[config.mk]
export PLATFORM = sky130hd
export DESIGN_NAME = fpsa_front
export DESIGN_NICKNAME = d
export VERILOG_FILES = /design/src/hw/rtl/free_page_stack_allocator_unit_macros.svh /design/src/hw/rtl/fpsa_pkg.sv /design/src/hw/rtl/fpsa_front.sv
export SDC_FILE = /design/constraint.sdc
export NUM_CORES = 1
export LEC_CHECK = 0
export ABC_AREA = 1
export BUFFER_PORTS_ARGS = -buffer_cell sky130_fd_sc_hd__clkbuf_2
export CELL_PAD_IN_SITES_DETAIL_PLACEMENT = 0
export CELL_PAD_IN_SITES_GLOBAL_PLACEMENT = 1
export CORE_ASPECT_RATIO = 1.25
export CORE_MARGIN = 2
export CORE_UTILIZATION = 37
export DETAILED_ROUTE_END_ITERATION = 8
export GPL_TIMING_DRIVEN = 0
export PLACE_DENSITY = 0.9
export SLEW_MARGIN = 40
export SYNTH_ARGS = -nofsm -noshare
export SYNTH_HDL_FRONTEND = slang
export SYNTH_SLANG_ARGS = --single-unit
[constraint.sdc]
create_clock -name vclk -period 6.2
set_input_delay 1.24 -clock vclk [all_inputs]
set_output_delay 1.24 -clock vclk [all_outputs]
set_load 0.02 [all_outputs]
[src/hw/rtl/free_page_stack_allocator_unit_macros.svh]
// assertion macros for the free page stack allocator
`ifndef FREE_PAGE_STACK_ALLOCATOR_UNIT_MACROS_SVH
`define FREE_PAGE_STACK_ALLOCATOR_UNIT_MACROS_SVH

// same-cycle implication, checked out of reset
`define FPSA_ASSERT_NOW(lbl, ante, cons, msg) \
	lbl: assert property (@(posedge clk) disable iff (!arst_n) (ante) |-> (cons)) \
		else $error(msg);

// next-cycle implication, checked out of reset
`define FPSA_ASSERT_NEXT(lbl, ante, cons, msg) \
	lbl: assert property (@(posedge clk) disable iff (!arst_n) (ante) |=> (cons)) \
		else $error(msg);

`endif

[src/hw/rtl/fpsa_pkg.sv]
// shared types, constants and helpers for the free page stack allocator
package fpsa_pkg;

	localparam int NUM_PAGES      = 32768;
	localparam int SLOT_BITS      = $clog2(NUM_PAGES);
	localparam int DEPTH_BITS     = 16;
	localparam int PAGE_BYTES     = 4096;
	localparam int PAGE_SHIFT     = $clog2(PAGE_BYTES);
	localparam int ADDR_BITS      = 64;
	localparam int PAGE_NUM_BITS  = ADDR_BITS - PAGE_SHIFT;
	localparam int BASE_BITS      = 52;
	localparam int USABLE_BITS    = 16;
	localparam int COUNTER_BITS   = 32;
	localparam int CFG_INDEX_BITS = 2;
	localparam int CFG_DATA_BITS  = 64;
	localparam int QUEUE_DEPTH    = 2;
	localparam int QPTR_BITS      = $clog2(QUEUE_DEPTH);

	localparam logic [BASE_BITS-1:0]   BASE_RESET   = BASE_BITS'(524288);
	localparam logic [USABLE_BITS-1:0] USABLE_RESET = USABLE_BITS'(32768);

	localparam logic [CFG_INDEX_BITS-1:0] REG_BASE   = CFG_INDEX_BITS'(0);
	localparam logic [CFG_INDEX_BITS-1:0] REG_USABLE = CFG_INDEX_BITS'(1);

	localparam logic OPER_ALLOC = 1'b0;

	typedef enum logic [1:0] {
		ST_OK       = 2'd0,
		ST_EMPTY    = 2'd1,
		ST_BAD_ADDR = 2'd2,
		ST_FULL     = 2'd3
	} status_t;

	typedef enum logic [1:0] {
		REQ_ALLOC,
		REQ_FREE,
		REQ_BAD
	} req_kind_t;

	typedef struct packed {
		req_kind_t              kind;
		logic [SLOT_BITS-1:0]   page_idx;
	} req_t;

	typedef struct packed {
		logic                   en;
		logic [DEPTH_BITS-1:0]  pages;
	} rebuild_t;

	function automatic logic [DEPTH_BITS-1:0] cap_pages(input logic [USABLE_BITS-1:0] usable);
		logic [DEPTH_BITS-1:0] res;
		if (32'(usable) > NUM_PAGES) begin
			res = DEPTH_BITS'(NUM_PAGES);
		end else begin
			res = DEPTH_BITS'(usable);
		end
		return res;
	endfunction

endpackage

[src/hw/rtl/fpsa_front.sv]
// request classifier: decodes the operation and range-checks freed addresses
module fpsa_front (
	input  logic                                  in_valid,
	output logic                                  in_ready,
	input  logic                                  operation,
	input  logic [fpsa_pkg::ADDR_BITS-1:0]        address,
	input  logic [fpsa_pkg::BASE_BITS-1:0]        base_page,
	input  logic [fpsa_pkg::DEPTH_BITS-1:0]       managed,
	input  logic                                  queue_full,
	output logic                                  push,
	output fpsa_pkg::req_t                        req
);
	import fpsa_pkg::*;

	logic [PAGE_NUM_BITS-1:0] page;
	logic [PAGE_NUM_BITS:0]   diff;
	logic                     aligned;
	logic                     in_range;

	assign in_ready = !queue_full;
	assign push     = in_valid && !queue_full;

	always_comb begin
		page     = address[ADDR_BITS-1:PAGE_SHIFT];
		aligned  = (address[PAGE_SHIFT-1:0] == '0);
		// borrow out of the top bit means the page lies below the base
		diff     = {1'b0, page} - (PAGE_NUM_BITS+1)'(base_page);
		in_range = !diff[PAGE_NUM_BITS]
			&& (diff[PAGE_NUM_BITS-1:0] < PAGE_NUM_BITS'(managed));
		req.page_idx = diff[SLOT_BITS-1:0];
		if (operation == OPER_ALLOC) begin
			req.kind = REQ_ALLOC;
		end else if (aligned && in_range) begin
			req.kind = REQ_FREE;
		end else begin
			req.kind = REQ_BAD;
		end
	end

endmodule

# Word level (Yosys, flattened, before mapping)
# Cells that the tools add are included.
# word_totals
register_bits,0
inputBits,135
latchBits,0
ramBits,0
mem_count,0
romBits,0
elab_cells,10
out_inout_bits,19
# op_classes
shift,0
n_bitwise,0
magnitude_cmp,1
n_div,0
multipliers,0
n_mux,2
eq_ne,0
n_addsub,1
reduce_logical,6
# op_table
op,count
subtractor 52 x 52 -> 53 bit,1
less-than comparator 52 x 16 -> 1 bit,1
zero test 12 bit,1
2-to-1 mux 2 bit,2
logical AND 1 bit,3
zero test 1 bit,2

# Longest topological paths before layout
# logic_depth
word_depth,6
mapped_depth,26
ltp_nobuf,26

# Worst setup path after synthesis
# OpenSTA, ideal clock, no wires.
# synth_path
path_type,input-to-output
start,in address[12] in the netlist's numbering
end,out req[15] in the netlist's numbering
stages,23
arrival_time_ns,4.079
required_time_ns,4.960
path_buffers,0
slack_ns,0.881
cell_sequence,inv_1 -> ha_1 -> inv_1 -> fa_1 -> nand2_1 -> nand3_1 -> nand2_1 -> nand2_2 -> xor2_1 -> ha_1 -> nand2_1 -> inv_1 -> nand3_1 -> nand4_1 -> nor2_1 -> nand3_1 -> nor2_1 -> nand2_1 -> nor2_1 -> nand2_1 -> nor2_1 -> nand3_1 -> nor2_1
# synth_rtl
element,line_no,source
start: declaration,fpsa_front.sv:6,"input logic [fpsa_pkg::ADDR_BITS-1:0] address,"
end: declaration,fpsa_front.sv:11,output fpsa_pkg::req_t req

==> run summary <==
DPL Wire Length = 17600 um
CP Max Fanout = 4
Post-route ant nets = 0
1st-iter DRT viols = 412
Final min period = 5.63 ns
Final Max Slew Viols = 0
Worst EP required = 4.96 ns
Initial Util = 38.0%
Mux cell area share after synthesis = 0%
Seq/Total Area, Yosys = 0%
N_diodes = 0
Crit path kind = in -> out
DR pass1 iterations = 5
CP Launch Type = input port
Grt ovf = 0
YS warnings = 0
Cell Pwr Density = 96.0 mW/mm2
Finished Core Util = 44.9%
Hold Path Origin = queue_full
Area of the mapped netlist = 0.00548 mm2
Hold path depth = 3
Nets = 1544
FMAX = 178 MHz
Xor and xnor area share after synthesis = 2.24%
Initial antenna violation count = 0
Adder-Cell Fraction of Synth Area = 15.7%
RSZ-0062 raised after global routing = false
VDD IR max = 0.0596 mV
Pre-CTS WS = 0.497 ns
Final Hold Fails = 0
Hold Buf Count CTS = 0
Postcts setup bufs = 0
Netlist cell types = 24
Fin area = 0.00647 mm2
Total GRT Usage = 22.9%
Slew @ Worst Pin = 0.423 ns
Syn Area/Cell = 4.62 um2
P_leak = 4.63 nW
IO buf count = 154
Placed cell count = 1517
Rel. slew slack = 71.5%
Total wire length = 19100 um
DIE AREA = 0.0158 mm2
Synth Area in Compound Gates = 6.26%
Mapped Nets = 1388
Sequential cell area = 0 um2
Post-synthesis simple-gate area fraction = 52.6%
Synthesized instance count = 1185
Final setup viols = 0
Hold EP = in_ready
Vert. Die Dim = 140 um
Non-filler cells, final = 1517
Wire length per cell = 12.6 um
Rows = 49
Filler Cells Inserted = 1728
Hold Path Class = in -> out
Period utilization = 90.8%
Post-place instance area = 0.00647 mm2
FFs & Latches = 0
CLK BUF = 0
Vias in the first global route = 6233
Die Width = 113 um
Critical path launch point = address[12]
CP Data Arrival Time = 4.39 ns
Layout cells sized above 1 = 13.6%
Top Ports = 154
Post_cts resized = 0
# DRC = 0
Layout area overhead = 18.1%
Core area = 0.0144 mm2
Via density = 4.51
Max cap viols = 0
First-pass GRT wire length = 29400 um
Via count = 6844
Crit end category = primary output
Largest net degree at the start of global routing = 7
Setup_tns = 0 ns
Gpl congestion = 0.945
Run status = completed
Largest family of logic cells by synthesized area = simple AND/OR/NAND/NOR gates
Most frequent cells in the layout = nand2_1, inv_1, clkbuf_2
Worst Setup Slack, final = 0.570 ns
Most common cell after layout, fill and taps aside = nand2_1
-- per-stage QoR --
stage	hold slack [ns]	total power (W)
final	2.74	0.000621
after global routing	2.78	0.000702
after CTS	2.74	0.000622
after detailed placement	2.74	0.000619
after global placement	2.74	0.000614
after floorplan	2.56	0.000422
-- report_power, final --
part           internal (W)  switching, W
combinational      0.000219      0.000402
sequential                0             0
clock                     0             0
-- synth_stat cells, types with 7 or more instances --
| master | n | area share [%] |
|---|---|---|
| o21ai_0 | 8 | 0.73 |
| nor2_2 | 11 | 1.3 |
| nand4_1 | 16 | 1.8 |
| ha_1 | 67 | 15 |
| nand2_1 | 481 | 33 |
| nor2_1 | 100 | 6.9 |
| a21oi_1 | 45 | 4.1 |
| nand2_2 | 8 | 0.91 |
| inv_1 | 337 | 23 |
| xor2_1 | 14 | 2.2 |
| nand3_1 | 60 | 5.5 |
| nor3_1 | 7 | 0.64 |
-- worst max-delay path, cell delays in order --
cell,delay (ns)
clkbuf_2,0.08
inv_1,0.04
ha_1,0.13
inv_1,0.08
fa_1,0.48
nand2_1,0.11
nand3_1,0.19
nand2_1,0.14
nand2_2,0.10
xor2_1,0.21
ha_1,0.26
nand2_1,0.08
inv_1,0.05
nand3_1,0.07
nand4_1,0.08
nor2_1,0.15
nand3_1,0.11
nor2_1,0.09
nand2_1,0.05
nor2_1,0.10
nand2_1,0.06
nor2_1,0.09
nand3_1,0.11
nor2_1,0.11
clkbuf_2,0.17
-- how the worst max path moves through the flow --
stage,endpoint,slack (ns)
finish,req[15],0.57
global route,req[15],0.18
global placement,req[15],0.53
CTS,req[15],0.49
detailed placement,req[15],0.50
floorplan,req[15],0.88
-- logic make-up after synthesis --
group           after synthesis
simple gates                701
buf+inv                     339
fa+ha+maj                    68
compound gates               63
xor+xnor                     14
-- routing by layer --
metal,wire (um),track usage (%),vias to the layer above
met4,856,8.60,0
li1,-,-,3796
met5,0,0,-
met3,1040,1.21,40
met1,8080,27.5,2788
met2,9080,42.6,220
-- layout make-up --
cell class | instances | area (um2) | area share [%]
multi-input cells | 846 | 4210 | 65.0
inverters | 339 | 1270 | 19.7
repair buffers | 154 | 771 | 11.9
well taps | 178 | 223 | 3.44
Power figures use the tool's default switching activity.
