==> config.mk <==
export PLATFORM = sky130hd
export DESIGN_NAME = fpsa_queue
export DESIGN_NICKNAME = d
export VERILOG_FILES = /design/src/hw/rtl/free_page_stack_allocator_unit_macros.svh /design/src/hw/rtl/fpsa_pkg.sv /design/src/hw/rtl/fpsa_queue.sv
export SDC_FILE = /design/constraint.sdc
export NUM_CORES = 1
export LEC_CHECK = 0
export BUFFER_PORTS_ARGS = -buffer_cell sky130_fd_sc_hd__buf_4
export CORE_AREA = 2 2 61 63
export CTS_CLUSTER_DIAMETER = 40
export DETAILED_ROUTE_END_ITERATION = 7
export DIE_AREA = 0 0 63 65
export PLACE_DENSITY = 0.67
export SYNTH_ARGS = -nofsm -noshare
export SYNTH_HDL_FRONTEND = slang
export SYNTH_SLANG_ARGS = --single-unit
==> constraint.sdc <==
create_clock -name clk -period 2.2 [get_ports clk]
set_input_delay 0.11 -clock clk [delete_from_list [all_inputs] [get_ports clk]]
set_output_delay 0.11 -clock clk [all_outputs]
set_load 0.01 [all_outputs]
==> src/hw/rtl/free_page_stack_allocator_unit_macros.svh <==
// assertion macros for the free page stack allocator
`ifndef FREE_PAGE_STACK_ALLOCATOR_UNIT_MACROS_SVH
`define FREE_PAGE_STACK_ALLOCATOR_UNIT_MACROS_SVH

// same-cycle implication, checked out of reset
`define FPSA_ASSERT_NOW(lbl, ante, cons, msg) \
	lbl: assert property (@(posedge clk) disable iff (!arst_n) (ante) |-> (cons)) \
		else $error(msg);

// next-cycle implication, checked out of reset
`define FPSA_ASSERT_NEXT(lbl, ante, cons, msg) \
	lbl: assert property (@(posedge clk) disable iff (!arst_n) (ante) |=> (cons)) \
		else $error(msg);

`endif

==> src/hw/rtl/fpsa_pkg.sv <==
// shared types, constants and helpers for the free page stack allocator
package fpsa_pkg;

	localparam int NUM_PAGES      = 32768;
	localparam int SLOT_BITS      = $clog2(NUM_PAGES);
	localparam int DEPTH_BITS     = 16;
	localparam int PAGE_BYTES     = 4096;
	localparam int PAGE_SHIFT     = $clog2(PAGE_BYTES);
	localparam int ADDR_BITS      = 64;
	localparam int PAGE_NUM_BITS  = ADDR_BITS - PAGE_SHIFT;
	localparam int BASE_BITS      = 52;
	localparam int USABLE_BITS    = 16;
	localparam int COUNTER_BITS   = 32;
	localparam int CFG_INDEX_BITS = 2;
	localparam int CFG_DATA_BITS  = 64;
	localparam int QUEUE_DEPTH    = 2;
	localparam int QPTR_BITS      = $clog2(QUEUE_DEPTH);

	localparam logic [BASE_BITS-1:0]   BASE_RESET   = BASE_BITS'(524288);
	localparam logic [USABLE_BITS-1:0] USABLE_RESET = USABLE_BITS'(32768);

	localparam logic [CFG_INDEX_BITS-1:0] REG_BASE   = CFG_INDEX_BITS'(0);
	localparam logic [CFG_INDEX_BITS-1:0] REG_USABLE = CFG_INDEX_BITS'(1);

	localparam logic OPER_ALLOC = 1'b0;

	typedef enum logic [1:0] {
		ST_OK       = 2'd0,
		ST_EMPTY    = 2'd1,
		ST_BAD_ADDR = 2'd2,
		ST_FULL     = 2'd3
	} status_t;

	typedef enum logic [1:0] {
		REQ_ALLOC,
		REQ_FREE,
		REQ_BAD
	} req_kind_t;

	typedef struct packed {
		req_kind_t              kind;
		logic [SLOT_BITS-1:0]   page_idx;
	} req_t;

	typedef struct packed {
		logic                   en;
		logic [DEPTH_BITS-1:0]  pages;
	} rebuild_t;

	function automatic logic [DEPTH_BITS-1:0] cap_pages(input logic [USABLE_BITS-1:0] usable);
		logic [DEPTH_BITS-1:0] res;
		if (32'(usable) > NUM_PAGES) begin
			res = DEPTH_BITS'(NUM_PAGES);
		end else begin
			res = DEPTH_BITS'(usable);
		end
		return res;
	endfunction

endpackage

==> src/hw/rtl/fpsa_queue.sv <==
// short request queue between the classifier and the stack engine
module fpsa_queue (
	input  logic            clk,
	input  logic            arst_n,
	input  logic            push,
	input  fpsa_pkg::req_t  push_req,
	output logic            full,
	input  logic            pop,
	output logic            head_valid,
	output fpsa_pkg::req_t  head
);
	import fpsa_pkg::*;

	req_t                 entries_q [QUEUE_DEPTH];
	logic [QPTR_BITS-1:0] wr_ptr_q;
	logic [QPTR_BITS-1:0] rd_ptr_q;
	logic [QPTR_BITS:0]   count_q;

	assign full       = (count_q == (QPTR_BITS+1)'(QUEUE_DEPTH));
	assign head_valid = (count_q != '0);
	assign head       = entries_q[rd_ptr_q];

	always_ff @(posedge clk) begin
		if (push) begin
			entries_q[wr_ptr_q] <= push_req;
		end
	end

	always_ff @(posedge clk or negedge arst_n) begin
		if (!arst_n) begin
			wr_ptr_q <= '0;
			rd_ptr_q <= '0;
			count_q  <= '0;
		end else begin
			if (push) begin
				wr_ptr_q <= wr_ptr_q + 1'b1;
			end
			if (pop) begin
				rd_ptr_q <= rd_ptr_q + 1'b1;
			end
			if (push && !pop) begin
				count_q <= count_q + 1'b1;
			end else if (pop && !push) begin
				count_q <= count_q - 1'b1;
			end
		end
	end

endmodule

Yosys cells after proc, flatten, opt, wreduce, memory -nomap -nowiden
Memory sizes are Yosys's and may differ from the RTL's.
Cells that the tools add are included.
Operators by class
  add/sub/neg operators: 4
  multipliers: 0
  divide/modulo/power cells: 0
  magnitude comparators: 0
  equality and inequality tests: 1
  shift operators: 0
  multiplexer cells: 4
  bitwise gates (word level): 0
  reductions and logical operators: 6
Operator list (count)
  2-bit 2-to-1 mux: 2
  2-bit nonzero test: 2
  1-bit adder, second input constant: 2
  2-bit by 1-bit adder with 2-bit output, second input constant: 1
  2-bit equality test, second input constant: 1
  1-bit logical AND: 2
  1-bit logical NOT: 2
  1-bit 2-to-1 mux: 2
  2-bit by 1-bit subtractor with 2-bit output, second input constant: 1
Storage, ports and cells
  flip-flop bits (word level): 4
  latch bits: 0
  memory bits (writable): 34
  bits in read-only memories: 0
  logic and storage cells: 19
  memories: 1
Memory list
  entries_q: words 2, bits a word 17, rd ports 1, clocked after Yosys merged registers in 0, write ports 1, line fpsa_queue.sv:14  | req_t entries_q [QUEUE_DEPTH];

Longest topological paths before layout
  depth in word-level cells: 4
  gate-level depth with buffers: 5

Least setup slack after synthesis
OpenSTA, ideal clock, no wires.
  kind: register to register
  start point: register wr_ptr_q
  end point: memory entries_q[0][0] (netlist name), enable pin
  setup time: 0.393 ns
  arrival: 1.183 ns
  setup slack: 0.625 ns
  cell stages (with the launch flop): 2
  cells stage by stage: dfrtp_1 > nor2b_1
RTL lines
  start: declaration: line fpsa_queue.sv:15  | logic [QPTR_BITS-1:0] wr_ptr_q;
  start signal: assignment: line fpsa_queue.sv:36  | wr_ptr_q <= wr_ptr_q + 1'b1;
  end: declaration: line fpsa_queue.sv:14
No word-level cell before the write port.

==> flow_results.org <==
** Power and ir drop
- The clock network burns between 10 and 15% of the power.
- Proportion of total power due to net switching :: between 20 and 30%
- Of the total power, registers draw about half.
- Total power per unit cell area :: about 1100 nW/um^2
- Across the VDD grid, the largest voltage drop is 0.687 mV.
- In this run the static leakage power is 0.833 nW.
- The analysis attributes to net switching a power of about 0.61 mW.
- Proportion of power drawn by combinational gates :: between 30 and 40%
- The internal power of the cells totals approximately 1.6 mW.

** Placed design
- I/O Buffers :: 39
- Routability-driven placement finished with a final weighted congestion of 0.645.
- DP Wirelength :: ~1.7 mm

** Setup path
- Walking the worst path, the cells encountered are buf_4 -> mux2_4 -> buf_4.
- Startpoint kind of the worst setup timing path :: flop
- Following the worst setup path forward leads to its endpoint at head[10].
- Crit Path Category :: reg -> out
- Logic depth of the worst register-to-register path :: 2
- Standard cell with the maximum stage delay on the critical path :: sky130_fd_sc_hd__dfrtp_1
- The most critical setup path has its startpoint at rd_ptr_q$_DFFE_PN0P_.
- CP peak stage delay :: 0.76 ns
- Reg2Reg Setup Slack :: 0.88 ns
- For the worst setup path, the data required time is around 2.1 ns.
- Critical register-to-register path endpoint :: rd_ptr_q$_DFFE_PN0P_
- In this run the number of cells on the critical path is 3.
- Arrival time worst endpoint :: roughly 1.8 ns
- Most frequent CP cell :: sky130_fd_sc_hd__buf_4
- STA classifies the critical path endpoint as an output port.
- The number of buffers and inverters on the critical path is 2.
- In this run the worst path has a maximum fanout of 13.
- In this run the critical register-to-register path is launched from rd_ptr_q$_DFFE_PN0P_.
- In this design, the largest share of critical-path delay is due to flip-flops.

** Timing
- The number of slew-limit violations in the final report was 0.
- Static timing analysis puts the maximum clock frequency at roughly 520 MHz.
- Setup-violating endpoint count in the final report :: 0
- For the final database, setup skew stands at between 0.0009 and 0.001 ns.
- Final hold violations :: 0
- In the finished design, the share of the clock period the worst path needs comes to 88.0%.
- Final period demand of the worst path :: just under 2 ns
- In this run the tightest slew margin relative to its limit is a little under three fifths.
- Setup repair after global routing left no endpoint under its margin.
- For the pin with the worst max-slew slack, the measured transition is between 0.6 and 0.7 ns.
- In the final timing run, aggregate negative setup slack is 0 ns.

** Synthesis
- Mapped Nets :: 91
- Ranked by total cell area, the synthesized netlist is headed by sky130_fd_sc_hd__edfxtp_1, sky130_fd_sc_hd__mux2_4, sky130_fd_sc_hd__dfrtp_1.
- Sequential fraction of the synthesis area :: approximately 76%
- The synthesized design spends more area on one cell type than any other, namely sky130_fd_sc_hd__edfxtp_1.
- Post-synthesis instance area :: ~1500 sq um
- Yosys printed 0 warnings.
- Count of state elements after synthesis :: 38
- Top-area cell type share of the netlist area :: 69.6%
- Number of different library cells in the post-synthesis netlist :: 14
- Mapped Avg Cell Area :: 21.3 sq um
- Counting every instance in the synthesized netlist gives 69.

** Final layout
- Share of cells above drive strength 1 :: ~49%
- Layout overhead on the synthesized area :: 40.7%
- Diode count :: 0
- The library cells used most frequently in the layout, excluding fill and tap cells, are sky130_fd_sc_hd__buf_4, sky130_fd_sc_hd__edfxtp_1, sky130_fd_sc_hd__dlygate4sd3_1.
- Fin util :: between 50% and 60%
- For this run, the post-layout net count is 158.
- Most common library cell in the layout ignoring fill and taps :: sky130_fd_sc_hd__buf_4

** Clock tree
- The clock passes through at most 2 buffers.
- Post-CTS repair changed the size of 0 cells.
- The tree is rooted in a sky130_fd_sc_hd__clkbuf_4.
- The clock drives 38 sinks.
- Post-CTS setup buffer count :: 0
- CTS built an H-tree with a depth of 2.
- In this run, CTS created clock tree buffers numbering 5.
- TritonCTS built the clock tree.
- The later pin in the worst-skew pair is clocked with a latency of ~0.32 ns.
- Clock transition at path regs :: ~0.10 ns

** Floorplanning
- The floorplan step defined a core boundary enclosing around 3500 sq um.
- DIE AREA :: a little over 4000 sq um
- 40 I/O pins were placed.
- In this run the vertical extent of the chip is 65 um.
- From left edge to right edge, the die measures 63 um.
- In this run the core area contains 22 standard-cell rows.
- Initial core utilization :: around two fifths

** Global route
- Initial antenna violation count :: 0
- Via count of the first global-routing pass :: slightly below 900
- Global-route usage over all layers :: 13.1%
- Global routing finished with a remaining overflow of 0.
- Wire length of the first global-routing pass :: a little under 4 mm
- Pin count of the biggest net entering global routing :: 18

** Routing
- The first detailed-routing pass ran for 3 iterations.
- Remaining design rule violation count :: 0
- Post-DRT Antenna Nets :: 0
- The routed design has between 2 and 2.5 mm of wire.
- Dividing the detail-routed wire length by the instance count gives roughly 13 um.
- For this block, the initial DRC count from the detailed router was 8.
- Summing over every cut layer, the via total after detailed routing is a little over 800.
- After detailed routing, the number of vias per cell comes to around 4.4.

** Outcome
- The run finished with clean final reports.

** Job
- Number of maximum-capacitance constraint violations :: 0

** Hold path
- The worst hold path belongs to the class in -> async.
[how the worst min path moves through the flow]
stage            from                endpoint  slack, ns  cells past startpoint
5_1_grt        arst_n  count_q[1]$_DFFE_PN0P_       0.08                      2
3_3_place_gp   arst_n  count_q[0]$_DFFE_PN0P_      -0.09                      1
2_1_floorplan  arst_n  count_q[0]$_DFFE_PN0P_      -0.19                      0
6_report       arst_n  count_q[1]$_DFFE_PN0P_       0.09                      2
3_5_place_dp   arst_n  count_q[1]$_DFFE_PN0P_      -0.09                      1
4_1_cts        arst_n  count_q[1]$_DFFE_PN0P_       0.07                      2
[Yosys cell counts]
| library cell | n |
|---|---|
| sky130_fd_sc_hd__and2_1 | 1 |
| sky130_fd_sc_hd__buf_12 | 1 |
| sky130_fd_sc_hd__buf_6 | 1 |
| sky130_fd_sc_hd__dfrtp_1 | 4 |
| sky130_fd_sc_hd__edfxtp_1 | 34 |
| sky130_fd_sc_hd__ha_1 | 1 |
| sky130_fd_sc_hd__inv_1 | 1 |
| sky130_fd_sc_hd__mux2_2 | 8 |
| sky130_fd_sc_hd__mux2_4 | 9 |
| sky130_fd_sc_hd__nor2_1 | 1 |
| sky130_fd_sc_hd__nor2b_1 | 2 |
| sky130_fd_sc_hd__or2_2 | 1 |
| sky130_fd_sc_hd__xnor2_1 | 1 |
| sky130_fd_sc_hd__xor2_1 | 4 |
[state kept, by name (all words and copies together) (netlist names)]
name       cells
entries_q     34
rd_ptr_q       1
wr_ptr_q       1
count_q        2
[power groups by stage]
stage | clock network [mW] | logic [mW] | registers, mW
3_5_place_dp | 0 | 0.754 | 1.10
5_1_grt | 0.367 | 0.823 | 1.10
3_3_place_gp | 0 | 0.741 | 1.08
2_1_floorplan | 0 | 0.523 | 1.03
6_report | 0.318 | 0.770 | 1.08
4_1_cts | 0.338 | 0.783 | 1.09
[cell type report]
type | instances | area (sq um)
fillers | 287 | 1430
flip-flops and latches | 38 | 1120
repair buffers | 62 | 515
multi-input cells | 28 | 313
well taps | 48 | 60.1
clock buffers | 6 | 41.3
clock inverters | 2 | 8.76
inverters | 1 | 3.75
[per-stage QoR]
stage	cells	setup WS, ns	power (mW)	hold WS, ns	area [sq um]
after floorplan	69	0.625	1.55	-0.186	1470
after global placement	157	0.654	1.83	-0.0918	1810
after detailed placement	157	0.619	1.85	-0.0901	1810
after CTS	185	0.233	2.21	0.0750	2060
after global routing	185	0.151	2.29	0.0841	2060
final	185	0.265	2.17	0.0922	2060
[timing repair]
item	4_1_cts	5_1_grt
hold buffers	20	0
endpoints found under the setup margin	0	0
hold endpoints to repair	40	0
[per-layer routing]
layer  GRT usage (%)  vias to the layer above  wire length [um]
li1                -                      394                 -
met4            5.00                        0                25
met5               0                        -                 0
met1            12.4                      386               847
met2            25.3                       21              1430
met3            5.03                        5               102
[kinds of logic after synthesis]
| group | after synthesis | synth area share [%] |
|---|---|---|
| DFF | 38 | 76.5 |
| adders and majority gates | 1 | 0.853 |
| and+or+nand+nor | 5 | 1.96 |
| xor gates and xnor gates | 5 | 2.99 |
| muxes | 17 | 15.4 |
| buffers and inverters | 3 | 2.39 |
[worst reg2reg max path, delay by kind of cell (launching register included)]
family | cells | cell delay, ns
flip-flops | 1 | 0.76
buffers and inverters | 1 | 0.29
XOR/XNOR | 1 | 0.19
Power figures use the tool's default switching activity.
